### config.mk
export PLATFORM = sky130hd
export DESIGN_NAME = md2_hash_engine
export DESIGN_NICKNAME = d
export VERILOG_FILES = /design/src/hw/rtl/md2_pkg.sv /design/src/hw/rtl/md2_compress.sv /design/src/hw/rtl/md2_hash_engine.sv
export SDC_FILE = /design/constraint.sdc
export NUM_CORES = 2
export LEC_CHECK = 0
export BUFFER_PORTS_ARGS = -buffer_cell sky130_fd_sc_hd__buf_2
export CAP_MARGIN = 10
export CORE_AREA = 2 2 379 381
export DETAILED_ROUTE_END_ITERATION = 12
export DIE_AREA = 0 0 381 383
export HOLD_SLACK_MARGIN = 0.08
export PLACE_DENSITY_LB_ADDON = 0.08
export REMOVE_ABC_BUFFERS = 1
export SLEW_MARGIN = 20
export SYNTH_ARGS = -nofsm -noshare
export SYNTH_HDL_FRONTEND = slang
export SYNTH_HIERARCHICAL = 1
export SYNTH_SLANG_ARGS = --single-unit
### constraint.sdc
create_clock -name clk_i -period 11.81 [get_ports clk_i]
set_input_delay 2.362 -clock clk_i [delete_from_list [all_inputs] [get_ports clk_i]]
set_output_delay 2.362 -clock clk_i [all_outputs]
set_load 0.01 [all_outputs]
### src/hw/rtl/md2_pkg.sv
// md2_pkg: shared types, mode codes and the md2 substitution table
// used by md2_compress, md2_hash_engine and md2_chk; no dependencies
`timescale 1ns / 1ps
`default_nettype none

package md2_pkg;

  localparam logic [1:0] MODE_ABSORB   = 2'd0;
  localparam logic [1:0] MODE_FINISH   = 2'd1;
  localparam logic [1:0] MODE_FIN_ONLY = 2'd2;

  localparam int unsigned BLOCK_BYTES = 16;

  typedef logic [BLOCK_BYTES-1:0][7:0] md2_block_t;

  typedef struct packed {
    logic [7:0] data_byte;
    logic [1:0] mode;
  } md2_in_t;

  typedef struct packed {
    logic [63:0] digest_high;
    logic [63:0] digest_low;
  } md2_out_t;

  typedef struct packed {
    logic start;
    logic use_sum;
    logic upd_sum;
    logic clear;
  } md2_ctrl_t;

  typedef struct packed {
    logic       done;
    md2_block_t chain;
  } md2_stat_t;

  localparam logic [7:0] SBOX [256] = '{
    8'h29, 8'h2E, 8'h43, 8'hC9, 8'hA2, 8'hD8, 8'h7C, 8'h01,
    8'h3D, 8'h36, 8'h54, 8'hA1, 8'hEC, 8'hF0, 8'h06, 8'h13,
    8'h62, 8'hA7, 8'h05, 8'hF3, 8'hC0, 8'hC7, 8'h73, 8'h8C,
    8'h98, 8'h93, 8'h2B, 8'hD9, 8'hBC, 8'h4C, 8'h82, 8'hCA,
    8'h1E, 8'h9B, 8'h57, 8'h3C, 8'hFD, 8'hD4, 8'hE0, 8'h16,
    8'h67, 8'h42, 8'h6F, 8'h18, 8'h8A, 8'h17, 8'hE5, 8'h12,
    8'hBE, 8'h4E, 8'hC4, 8'hD6, 8'hDA, 8'h9E, 8'hDE, 8'h49,
    8'hA0, 8'hFB, 8'hF5, 8'h8E, 8'hBB, 8'h2F, 8'hEE, 8'h7A,
    8'hA9, 8'h68, 8'h79, 8'h91, 8'h15, 8'hB2, 8'h07, 8'h3F,
    8'h94, 8'hC2, 8'h10, 8'h89, 8'h0B, 8'h22, 8'h5F, 8'h21,
    8'h80, 8'h7F, 8'h5D, 8'h9A, 8'h5A, 8'h90, 8'h32, 8'h27,
    8'h35, 8'h3E, 8'hCC, 8'hE7, 8'hBF, 8'hF7, 8'h97, 8'h03,
    8'hFF, 8'h19, 8'h30, 8'hB3, 8'h48, 8'hA5, 8'hB5, 8'hD1,
    8'hD7, 8'h5E, 8'h92, 8'h2A, 8'hAC, 8'h56, 8'hAA, 8'hC6,
    8'h4F, 8'hB8, 8'h38, 8'hD2, 8'h96, 8'hA4, 8'h7D, 8'hB6,
    8'h76, 8'hFC, 8'h6B, 8'hE2, 8'h9C, 8'h74, 8'h04, 8'hF1,
    8'h45, 8'h9D, 8'h70, 8'h59, 8'h64, 8'h71, 8'h87, 8'h20,
    8'h86, 8'h5B, 8'hCF, 8'h65, 8'hE6, 8'h2D, 8'hA8, 8'h02,
    8'h1B, 8'h60, 8'h25, 8'hAD, 8'hAE, 8'hB0, 8'hB9, 8'hF6,
    8'h1C, 8'h46, 8'h61, 8'h69, 8'h34, 8'h40, 8'h7E, 8'h0F,
    8'h55, 8'h47, 8'hA3, 8'h23, 8'hDD, 8'h51, 8'hAF, 8'h3A,
    8'hC3, 8'h5C, 8'hF9, 8'hCE, 8'hBA, 8'hC5, 8'hEA, 8'h26,
    8'h2C, 8'h53, 8'h0D, 8'h6E, 8'h85, 8'h28, 8'h84, 8'h09,
    8'hD3, 8'hDF, 8'hCD, 8'hF4, 8'h41, 8'h81, 8'h4D, 8'h52,
    8'h6A, 8'hDC, 8'h37, 8'hC8, 8'h6C, 8'hC1, 8'hAB, 8'hFA,
    8'h24, 8'hE1, 8'h7B, 8'h08, 8'h0C, 8'hBD, 8'hB1, 8'h4A,
    8'h78, 8'h88, 8'h95, 8'h8B, 8'hE3, 8'h63, 8'hE8, 8'h6D,
    8'hE9, 8'hCB, 8'hD5, 8'hFE, 8'h3B, 8'h00, 8'h1D, 8'h39,
    8'hF2, 8'hEF, 8'hB7, 8'h0E, 8'h66, 8'h58, 8'hD0, 8'hE4,
    8'hA6, 8'h77, 8'h72, 8'hF8, 8'hEB, 8'h75, 8'h4B, 8'h0A,
    8'h31, 8'h44, 8'h50, 8'hB4, 8'h8F, 8'hED, 8'h1F, 8'h1A,
    8'hDB, 8'h99, 8'h8D, 8'h33, 8'h9F, 8'h11, 8'h83, 8'h14
  };

  function automatic logic [7:0] md2_sbox(input logic [7:0] x);
    return SBOX[x];
  endfunction

endpackage

`default_nettype wire

### src/hw/rtl/md2_compress.sv
// md2_compress: one shared s-box lookup per cycle over a rotating 48-byte work
// register, 18 rounds, then 16 checksum steps if upd_sum is set; holds chaining
// state and checksum; depends on md2_pkg
`timescale 1ns / 1ps
`default_nettype none

module md2_compress (
  input  wire                 clk_i,
  input  wire                 rst_ni,
  input  md2_pkg::md2_ctrl_t  ctrl_i,
  input  md2_pkg::md2_block_t blk_i,
  output md2_pkg::md2_stat_t  stat_o
);
  import md2_pkg::*;

  typedef enum logic [1:0] {
    C_IDLE,
    C_ROUND,
    C_CKSUM
  } cstate_e;

  cstate_e          state_q;
  logic [5:0]       k_q;
  logic [4:0]       r_q;
  logic [7:0]       t_q;
  logic [47:0][7:0] work_q;
  md2_block_t       blk_q;
  md2_block_t       chain_q;
  md2_block_t       sum_q;
  logic             upd_q;
  logic             done_q;

  logic [7:0]       sidx;
  logic [7:0]       sval;
  logic [7:0]       w_new;
  logic [7:0]       c_new;
  logic [47:0][7:0] work_rot;
  md2_block_t       sum_rot;
  md2_block_t       blk_rot;
  md2_block_t       src;

  // shared s-box unit
  assign sidx     = (state_q == C_CKSUM) ? (blk_q[0] ^ t_q) : t_q;
  assign sval     = md2_sbox(sidx);
  assign w_new    = work_q[0] ^ sval;
  assign c_new    = sum_q[0] ^ sval;
  assign work_rot = {w_new, work_q[47:1]};
  assign sum_rot  = {c_new, sum_q[15:1]};
  assign blk_rot  = {blk_q[0], blk_q[15:1]};
  assign src      = ctrl_i.use_sum ? sum_q : blk_i;

  assign stat_o.done  = done_q;
  assign stat_o.chain = chain_q;

  always_ff @(posedge clk_i or negedge rst_ni) begin
    if (!rst_ni) begin
      state_q <= C_IDLE;
      k_q     <= '0;
      r_q     <= '0;
      t_q     <= '0;
      work_q  <= '0;
      blk_q   <= '0;
      chain_q <= '0;
      sum_q   <= '0;
      upd_q   <= 1'b0;
      done_q  <= 1'b0;
    end else begin
      if (ctrl_i.clear) begin
        chain_q <= '0;
        sum_q   <= '0;
      end
      case (state_q)
        C_IDLE: begin
          done_q <= 1'b0;
          if (ctrl_i.start) begin
            work_q  <= {chain_q ^ src, src, chain_q};
            blk_q   <= src;
            t_q     <= '0;
            k_q     <= '0;
            r_q     <= '0;
            upd_q   <= ctrl_i.upd_sum;
            state_q <= C_ROUND;
          end
        end
        C_ROUND: begin
          work_q <= work_rot;
          done_q <= (k_q == 6'd47) && (r_q == 5'd17) && !upd_q;
          if (k_q == 6'd47) begin
            k_q <= '0;
            r_q <= r_q + 5'd1;
            if (r_q == 5'd17) begin
              chain_q <= work_rot[15:0];
              t_q     <= sum_q[15];
              state_q <= upd_q ? C_CKSUM : C_IDLE;
            end else begin
              t_q <= w_new + {3'b000, r_q};
            end
          end else begin
            k_q <= k_q + 6'd1;
            t_q <= w_new;
          end
        end
        C_CKSUM: begin
          sum_q  <= sum_rot;
          blk_q  <= blk_rot;
          t_q    <= c_new;
          done_q <= (k_q == 6'd15);
          if (k_q == 6'd15) begin
            state_q <= C_IDLE;
          end else begin
            k_q <= k_q + 6'd1;
          end
        end
        default: begin
          done_q  <= 1'b0;
          state_q <= C_IDLE;
        end
      endcase
    end
  end

endmodule

`default_nettype wire

### src/hw/rtl/md2_hash_engine.sv
// md2_hash_engine: absorbs one byte per beat, fills a 16-byte block and drives
// md2_compress per block, padding and the final checksum block; uses md2_pkg
// a fin-only beat absorbs no byte; an absorb beat that leaves the block open keeps
// ready high; a full block runs 48 s-box steps x 18 rounds + 16 checksum steps,
// one lookup per cycle; a finishing beat compresses the padded and checksum blocks
// ready is low while a compression runs; the digest sits in an output register
// async active-low reset clears chain, checksum and count; a digest restarts them
`timescale 1ns / 1ps
`default_nettype none

module md2_hash_engine (
  input  wire                clk_i,
  input  wire                rst_ni,
  input  wire                in_valid_i,
  output logic               in_ready_o,
  input  md2_pkg::md2_in_t   in_data_i,
  output logic               out_valid_o,
  input  wire                out_ready_i,
  output md2_pkg::md2_out_t  out_data_o
);
  import md2_pkg::*;

  typedef enum logic [2:0] {
    S_IDLE,
    S_PAD,
    S_BLK_START,
    S_BLK_WAIT,
    S_SUM_START,
    S_SUM_WAIT,
    S_EMIT
  } state_e;

  state_e     state_q;
  md2_block_t buf_q;
  logic [3:0] cnt_q;
  logic       fin_q;
  logic       padded_q;
  logic       out_valid_q;
  md2_out_t   out_q;

  md2_ctrl_t  ctrl;
  md2_stat_t  stat;
  logic       accept;
  logic       absorb;
  logic       finish;
  logic       emit;
  logic [7:0] pad;
  md2_out_t   digest;

  assign accept = in_valid_i && in_ready_o;
  assign absorb = (in_data_i.mode == MODE_ABSORB) || (in_data_i.mode == MODE_FINISH);
  assign finish = (in_data_i.mode != MODE_ABSORB);
  assign emit   = (state_q == S_EMIT) && (!out_valid_q || out_ready_i);
  assign pad    = 8'(5'd16 - {1'b0, cnt_q});

  assign ctrl.start   = (state_q == S_BLK_START) || (state_q == S_SUM_START);
  assign ctrl.use_sum = (state_q == S_SUM_START);
  assign ctrl.upd_sum = (state_q == S_BLK_START);
  assign ctrl.clear   = emit;

  always_comb begin
    for (int k = 0; k < 8; k++) begin
      digest.digest_high[63-8*k -: 8] = stat.chain[k];
      digest.digest_low[63-8*k -: 8]  = stat.chain[k+8];
    end
  end

  md2_compress u_compress (
    .clk_i  (clk_i),
    .rst_ni (rst_ni),
    .ctrl_i (ctrl),
    .blk_i  (buf_q),
    .stat_o (stat)
  );

  assign in_ready_o  = (state_q == S_IDLE);
  assign out_valid_o = out_valid_q;
  assign out_data_o  = out_q;

  always_ff @(posedge clk_i or negedge rst_ni) begin
    if (!rst_ni) begin
      state_q     <= S_IDLE;
      buf_q       <= '0;
      cnt_q       <= '0;
      fin_q       <= 1'b0;
      padded_q    <= 1'b0;
      out_valid_q <= 1'b0;
      out_q       <= '0;
    end else begin
      if (out_valid_q && out_ready_i && !emit) begin
        out_valid_q <= 1'b0;
      end
      case (state_q)
        S_IDLE: begin
          if (accept) begin
            fin_q <= finish;
            if (absorb) begin
              buf_q[cnt_q] <= in_data_i.data_byte;
              cnt_q        <= cnt_q + 4'd1;
            end
            if (absorb && (cnt_q == 4'd15)) begin
              state_q <= S_BLK_START;
            end else if (finish) begin
              state_q <= S_PAD;
            end
          end
        end
        S_PAD: begin
          for (int k = 0; k < BLOCK_BYTES; k++) begin
            if (4'(k) >= cnt_q) begin
              buf_q[k] <= pad;
            end
          end
          padded_q <= 1'b1;
          cnt_q    <= '0;
          state_q  <= S_BLK_START;
        end
        S_BLK_START: state_q <= S_BLK_WAIT;
        S_BLK_WAIT: begin
          if (stat.done) begin
            if (!fin_q) begin
              state_q <= S_IDLE;
            end else if (!padded_q) begin
              state_q <= S_PAD;
            end else begin
              state_q <= S_SUM_START;
            end
          end
        end
        S_SUM_START: state_q <= S_SUM_WAIT;
        S_SUM_WAIT: begin
          if (stat.done) begin
            state_q <= S_EMIT;
          end
        end
        S_EMIT: begin
          if (emit) begin
            out_q       <= digest;
            out_valid_q <= 1'b1;
            fin_q       <= 1'b0;
            padded_q    <= 1'b0;
            state_q     <= S_IDLE;
          end
        end
        default: state_q <= S_IDLE;
      endcase
    end
  end

endmodule

`default_nettype wire

==> flow_metrics.env <==
export IMPL_status="finished, final reports clean"
export IMPL_slew_violations=0
export IMPL_critPathLaunchType="flop"
export IMPL_synth_top_area_cell="dfrtp_1"
export IMPL_dr_first_iter_drc_count=3187
export IMPL_tightest_slew_ns=1.21
export IMPL_setup_viol=0
export IMPL_dieWidth_um=381
export IMPL_die_area_um2=146000
export IMPL_vias_per_cell=5.49
export IMPL_vias=41060
export IMPL_finalSetupTns_ns=0
export IMPL_area_delta_synth_final_pct=11.8
export IMPL_grt_pass1_wl_um=271000
export IMPL_cts_buffers=118
export IMPL_arrival_ns=8.03
export IMPL_clock_path_buffers=3
export IMPL_cp_slowest_cell="a31oi_1"
export IMPL_floorplan_initialDensity_pct=37.7
export IMPL_peakVddDrop_v=0.000126
export IMPL_clock_sinks=1057
export IMPL_fp_dieH_um=383
export IMPL_powerDensity_nw_per_um2=126
export IMPL_grt_overflow=0
export IMPL_finalCritPeriodShare_pct=63.3
export IMPL_min_path_type="flop to flop"
export IMPL_postCtsSetupRepairBufs=0
export IMPL_cpPeakStageDelay_ns=0.74
export IMPL_hold_slack_ns=0.477
export IMPL_yosysUniqueCellTypes=110
export IMPL_final_common_cell="dfrtp_1"
export IMPL_cp_common_cell="o21ai_0"
export IMPL_ys_seq_area_share_pct=49.3
export IMPL_leakage_nw=28.2
export IMPL_netlist_area_leader_share_pct=49.3
export IMPL_fillerInstances=14112
export IMPL_netlist_instances=5556
export IMPL_wl_per_cell_um=23.8
export IMPL_crit_type="flop to flop"
export IMPL_final_cell_mix="dfrtp_1, nand2_1, o21ai_0"
export IMPL_wl_um=178000
export IMPL_syn_avg_cell_area_um2=9.66
export IMPL_finClkSkew_ns=0.0377
export IMPL_ys_seq_elements=1057
export IMPL_crit_required_ns=12.37
export IMPL_yosysWarnings=6
export IMPL_fin_cells=7476
export IMPL_crit_family="simple AND/OR/NAND/NOR gates"
export IMPL_clock_latency_ns=0.74
export IMPL_track_usage_pct=24.1
export IMPL_async_flop_share_pct=100
export IMPL_fin_nets=5521
export IMPL_cp_end_kind="flop"
export IMPL_max_freq_mhz=134
export IMPL_antenna_left=0
export IMPL_critPathBufInv=4
export IMPL_pin_count=144
export IMPL_dpl_cell_count=7256
export IMPL_htree_levels=3
export IMPL_yosys_top_cells_area="dfrtp_1, o21ai_0, mux2i_1, mux2_2, nand2_1"
export IMPL_critical_path_max_fanout=45
export IMPL_drive_above_1_share_pct=15.2
export IMPL_place_congestion=0.905
export IMPL_yosys_most_used_dff="dfrtp_1"
export IMPL_slew_headroom_pct=18.7
export IMPL_grt_pass1_vias=40081
export IMPL_portBuffers=143
export IMPL_period_needed_ns=7.48
export IMPL_clk_pin_slew_worst_paths_ns=0.06
export IMPL_cts_tree="built"
export IMPL_post_route_drc_count=0
export IMPL_netlist_area_um2=53700
export IMPL_dpl_hpwl_um=116000
export IMPL_antenna_found_initial=7
export IMPL_cts_resized=0
export IMPL_drtPass1Iterations=6
export IMPL_holdBufCountCts=0
export IMPL_rsz0062_at_grt="no"
export IMPL_core_um2=142000
export IMPL_grt_max_degree=195
export IMPL_finalHoldViolCount=0
export IMPL_cap_viol_max_count=0
export IMPL_synth_edff_count=0
export IMPL_num_rows=139
export IMPL_ctsRootBufferMaster="clkbuf_16"
## worst reg2reg max path: stages (launching register included)
cell      delay [ns]
dfrtp_1         0.43
inv_1           0.17
ha_4            0.55
buf_4           0.52
and3b_1         0.28
or2_2           0.41
inv_1           0.35
ha_1            0.47
buf_4           0.28
nand2b_1        0.19
o21ai_0         0.17
nor4_1          0.53
a211oi_1        0.12
nor3_1          0.20
o21ai_0         0.10
a31oi_1         0.74
xor2_1          0.32
fa_1            0.50
nor2b_1         0.12
o21ai_0         0.08
nand2_1         0.09
and2_1          0.14
nor3_1          0.05
a211oi_1        0.22
nor2_1          0.06
o21ai_0         0.08
o221ai_1        0.13
## power breakdown
| group | leakage (nW) | internal (W) | switching, W |
|---|---|---|---|
| Clock | 2.01 | 0.00227 | 0.00155 |
| Sequential | 13.2 | 0.00362 | 0.0000000000000000000167 |
| Combinational | 13.0 | 0.00000710 | 0.0000810 |
## registers in the layout, summed over array words and instances (netlist names), 5 cells and up
register,flops
u_compress/blk_q,128
buf_q,128
u_compress/stat_o,128
u_compress/k_q,6
u_compress/work_q,384
u_compress/sum_q,128
u_compress/r_q,5
out_data_o,128
u_compress/t_q,8
## stage by stage
stage,area (µm²),utilization (%),setup WS [ns],power [W]
6_report,60000,42.2,4.33,0.00753
5_1_grt,60000,42.2,4.08,0.00782
4_1_cts,60000,42.2,4.64,0.00766
3_5_place_dp,55900,39.3,4.72,0.00378
3_3_place_gp,55900,39.3,4.76,0.00378
2_1_floorplan,51800,-,-22.51,0.00369
## layout make-up
cell class / count / area, µm² / share of cell area (%)
inverter: 60 / 240 / 0.401
antenna: 2 / 5.00 / 0.00834
timing repair buffer: 236 / 1560 / 2.59
tap: 1903 / 2380 / 3.97
sequential: 1057 / 26500 / 44.1
clock inverter: 38 / 463 / 0.772
clock buffer: 180 / 3600 / 6.00
multi-input combinational: 4000 / 25300 / 42.2
## final timing paths
kind,from,to,slack (ns),cells past startpoint
worst max-delay path,u_compress/state_q[0]$_DFFE_PN0P_,u_compress/t_q[4]$_DFFE_PN0P_,4.33,26
worst min-delay path,u_compress/blk_q[75]$_DFFE_PN0P_,u_compress/blk_q[75]$_DFFE_PN0P_,0.48,2
worst max register to register,u_compress/state_q[0]$_DFFE_PN0P_,u_compress/t_q[4]$_DFFE_PN0P_,4.33,26
worst min register to register,u_compress/blk_q[75]$_DFFE_PN0P_,u_compress/blk_q[75]$_DFFE_PN0P_,0.48,2
max in group asynchronous,rst_ni,u_compress/blk_q[36]$_DFFE_PN0P_,8.07,3
min in group asynchronous,rst_ni,out_data_o[86]$_DFFE_PN0P_,1.63,1
## layer usage
layer	share of wire [%]	vias to the layer above	global-route usage (%)
met5	0.020	-	0
met1	49	20612	36.0
met4	2.6	6	6.59
li1	-	19278	-
met3	4.3	246	3.08
met2	44	918	36.7
## kinds of logic after synthesis
logic type / after synthesis / synth area share, %
xor+xnor: 160 / 2.61
fa+ha+maj: 34 / 0.807
buf+inv: 499 / 3.81
compound gates: 1505 / 16.3
simple gates: 1566 / 12.6
mux: 735 / 14.6
flops: 1057 / 49.3
## Yosys cell counts (all sizes together) (11+ instances only)
cell,n
a211o,11
a211oi,28
a21boi,13
a21o,12
a21oi,349
a22o,14
a311oi,11
a31oi,23
a32oi,11
and2,12
and3,11
buf,117
clkbuf,322
dfrtp,1057
ha,33
inv,59
mux2,338
mux2i,396
nand2,882
nand2b,147
nand3,62
nand4,12
nor2,331
nor2b,19
nor3,29
o211ai,28
o21a,11
o21ai,803
o221ai,19
o22ai,45
o311ai,12
o31ai,13
xnor2,143
xor2,17
No activity file was read; power rests on OpenSTA's default activity.
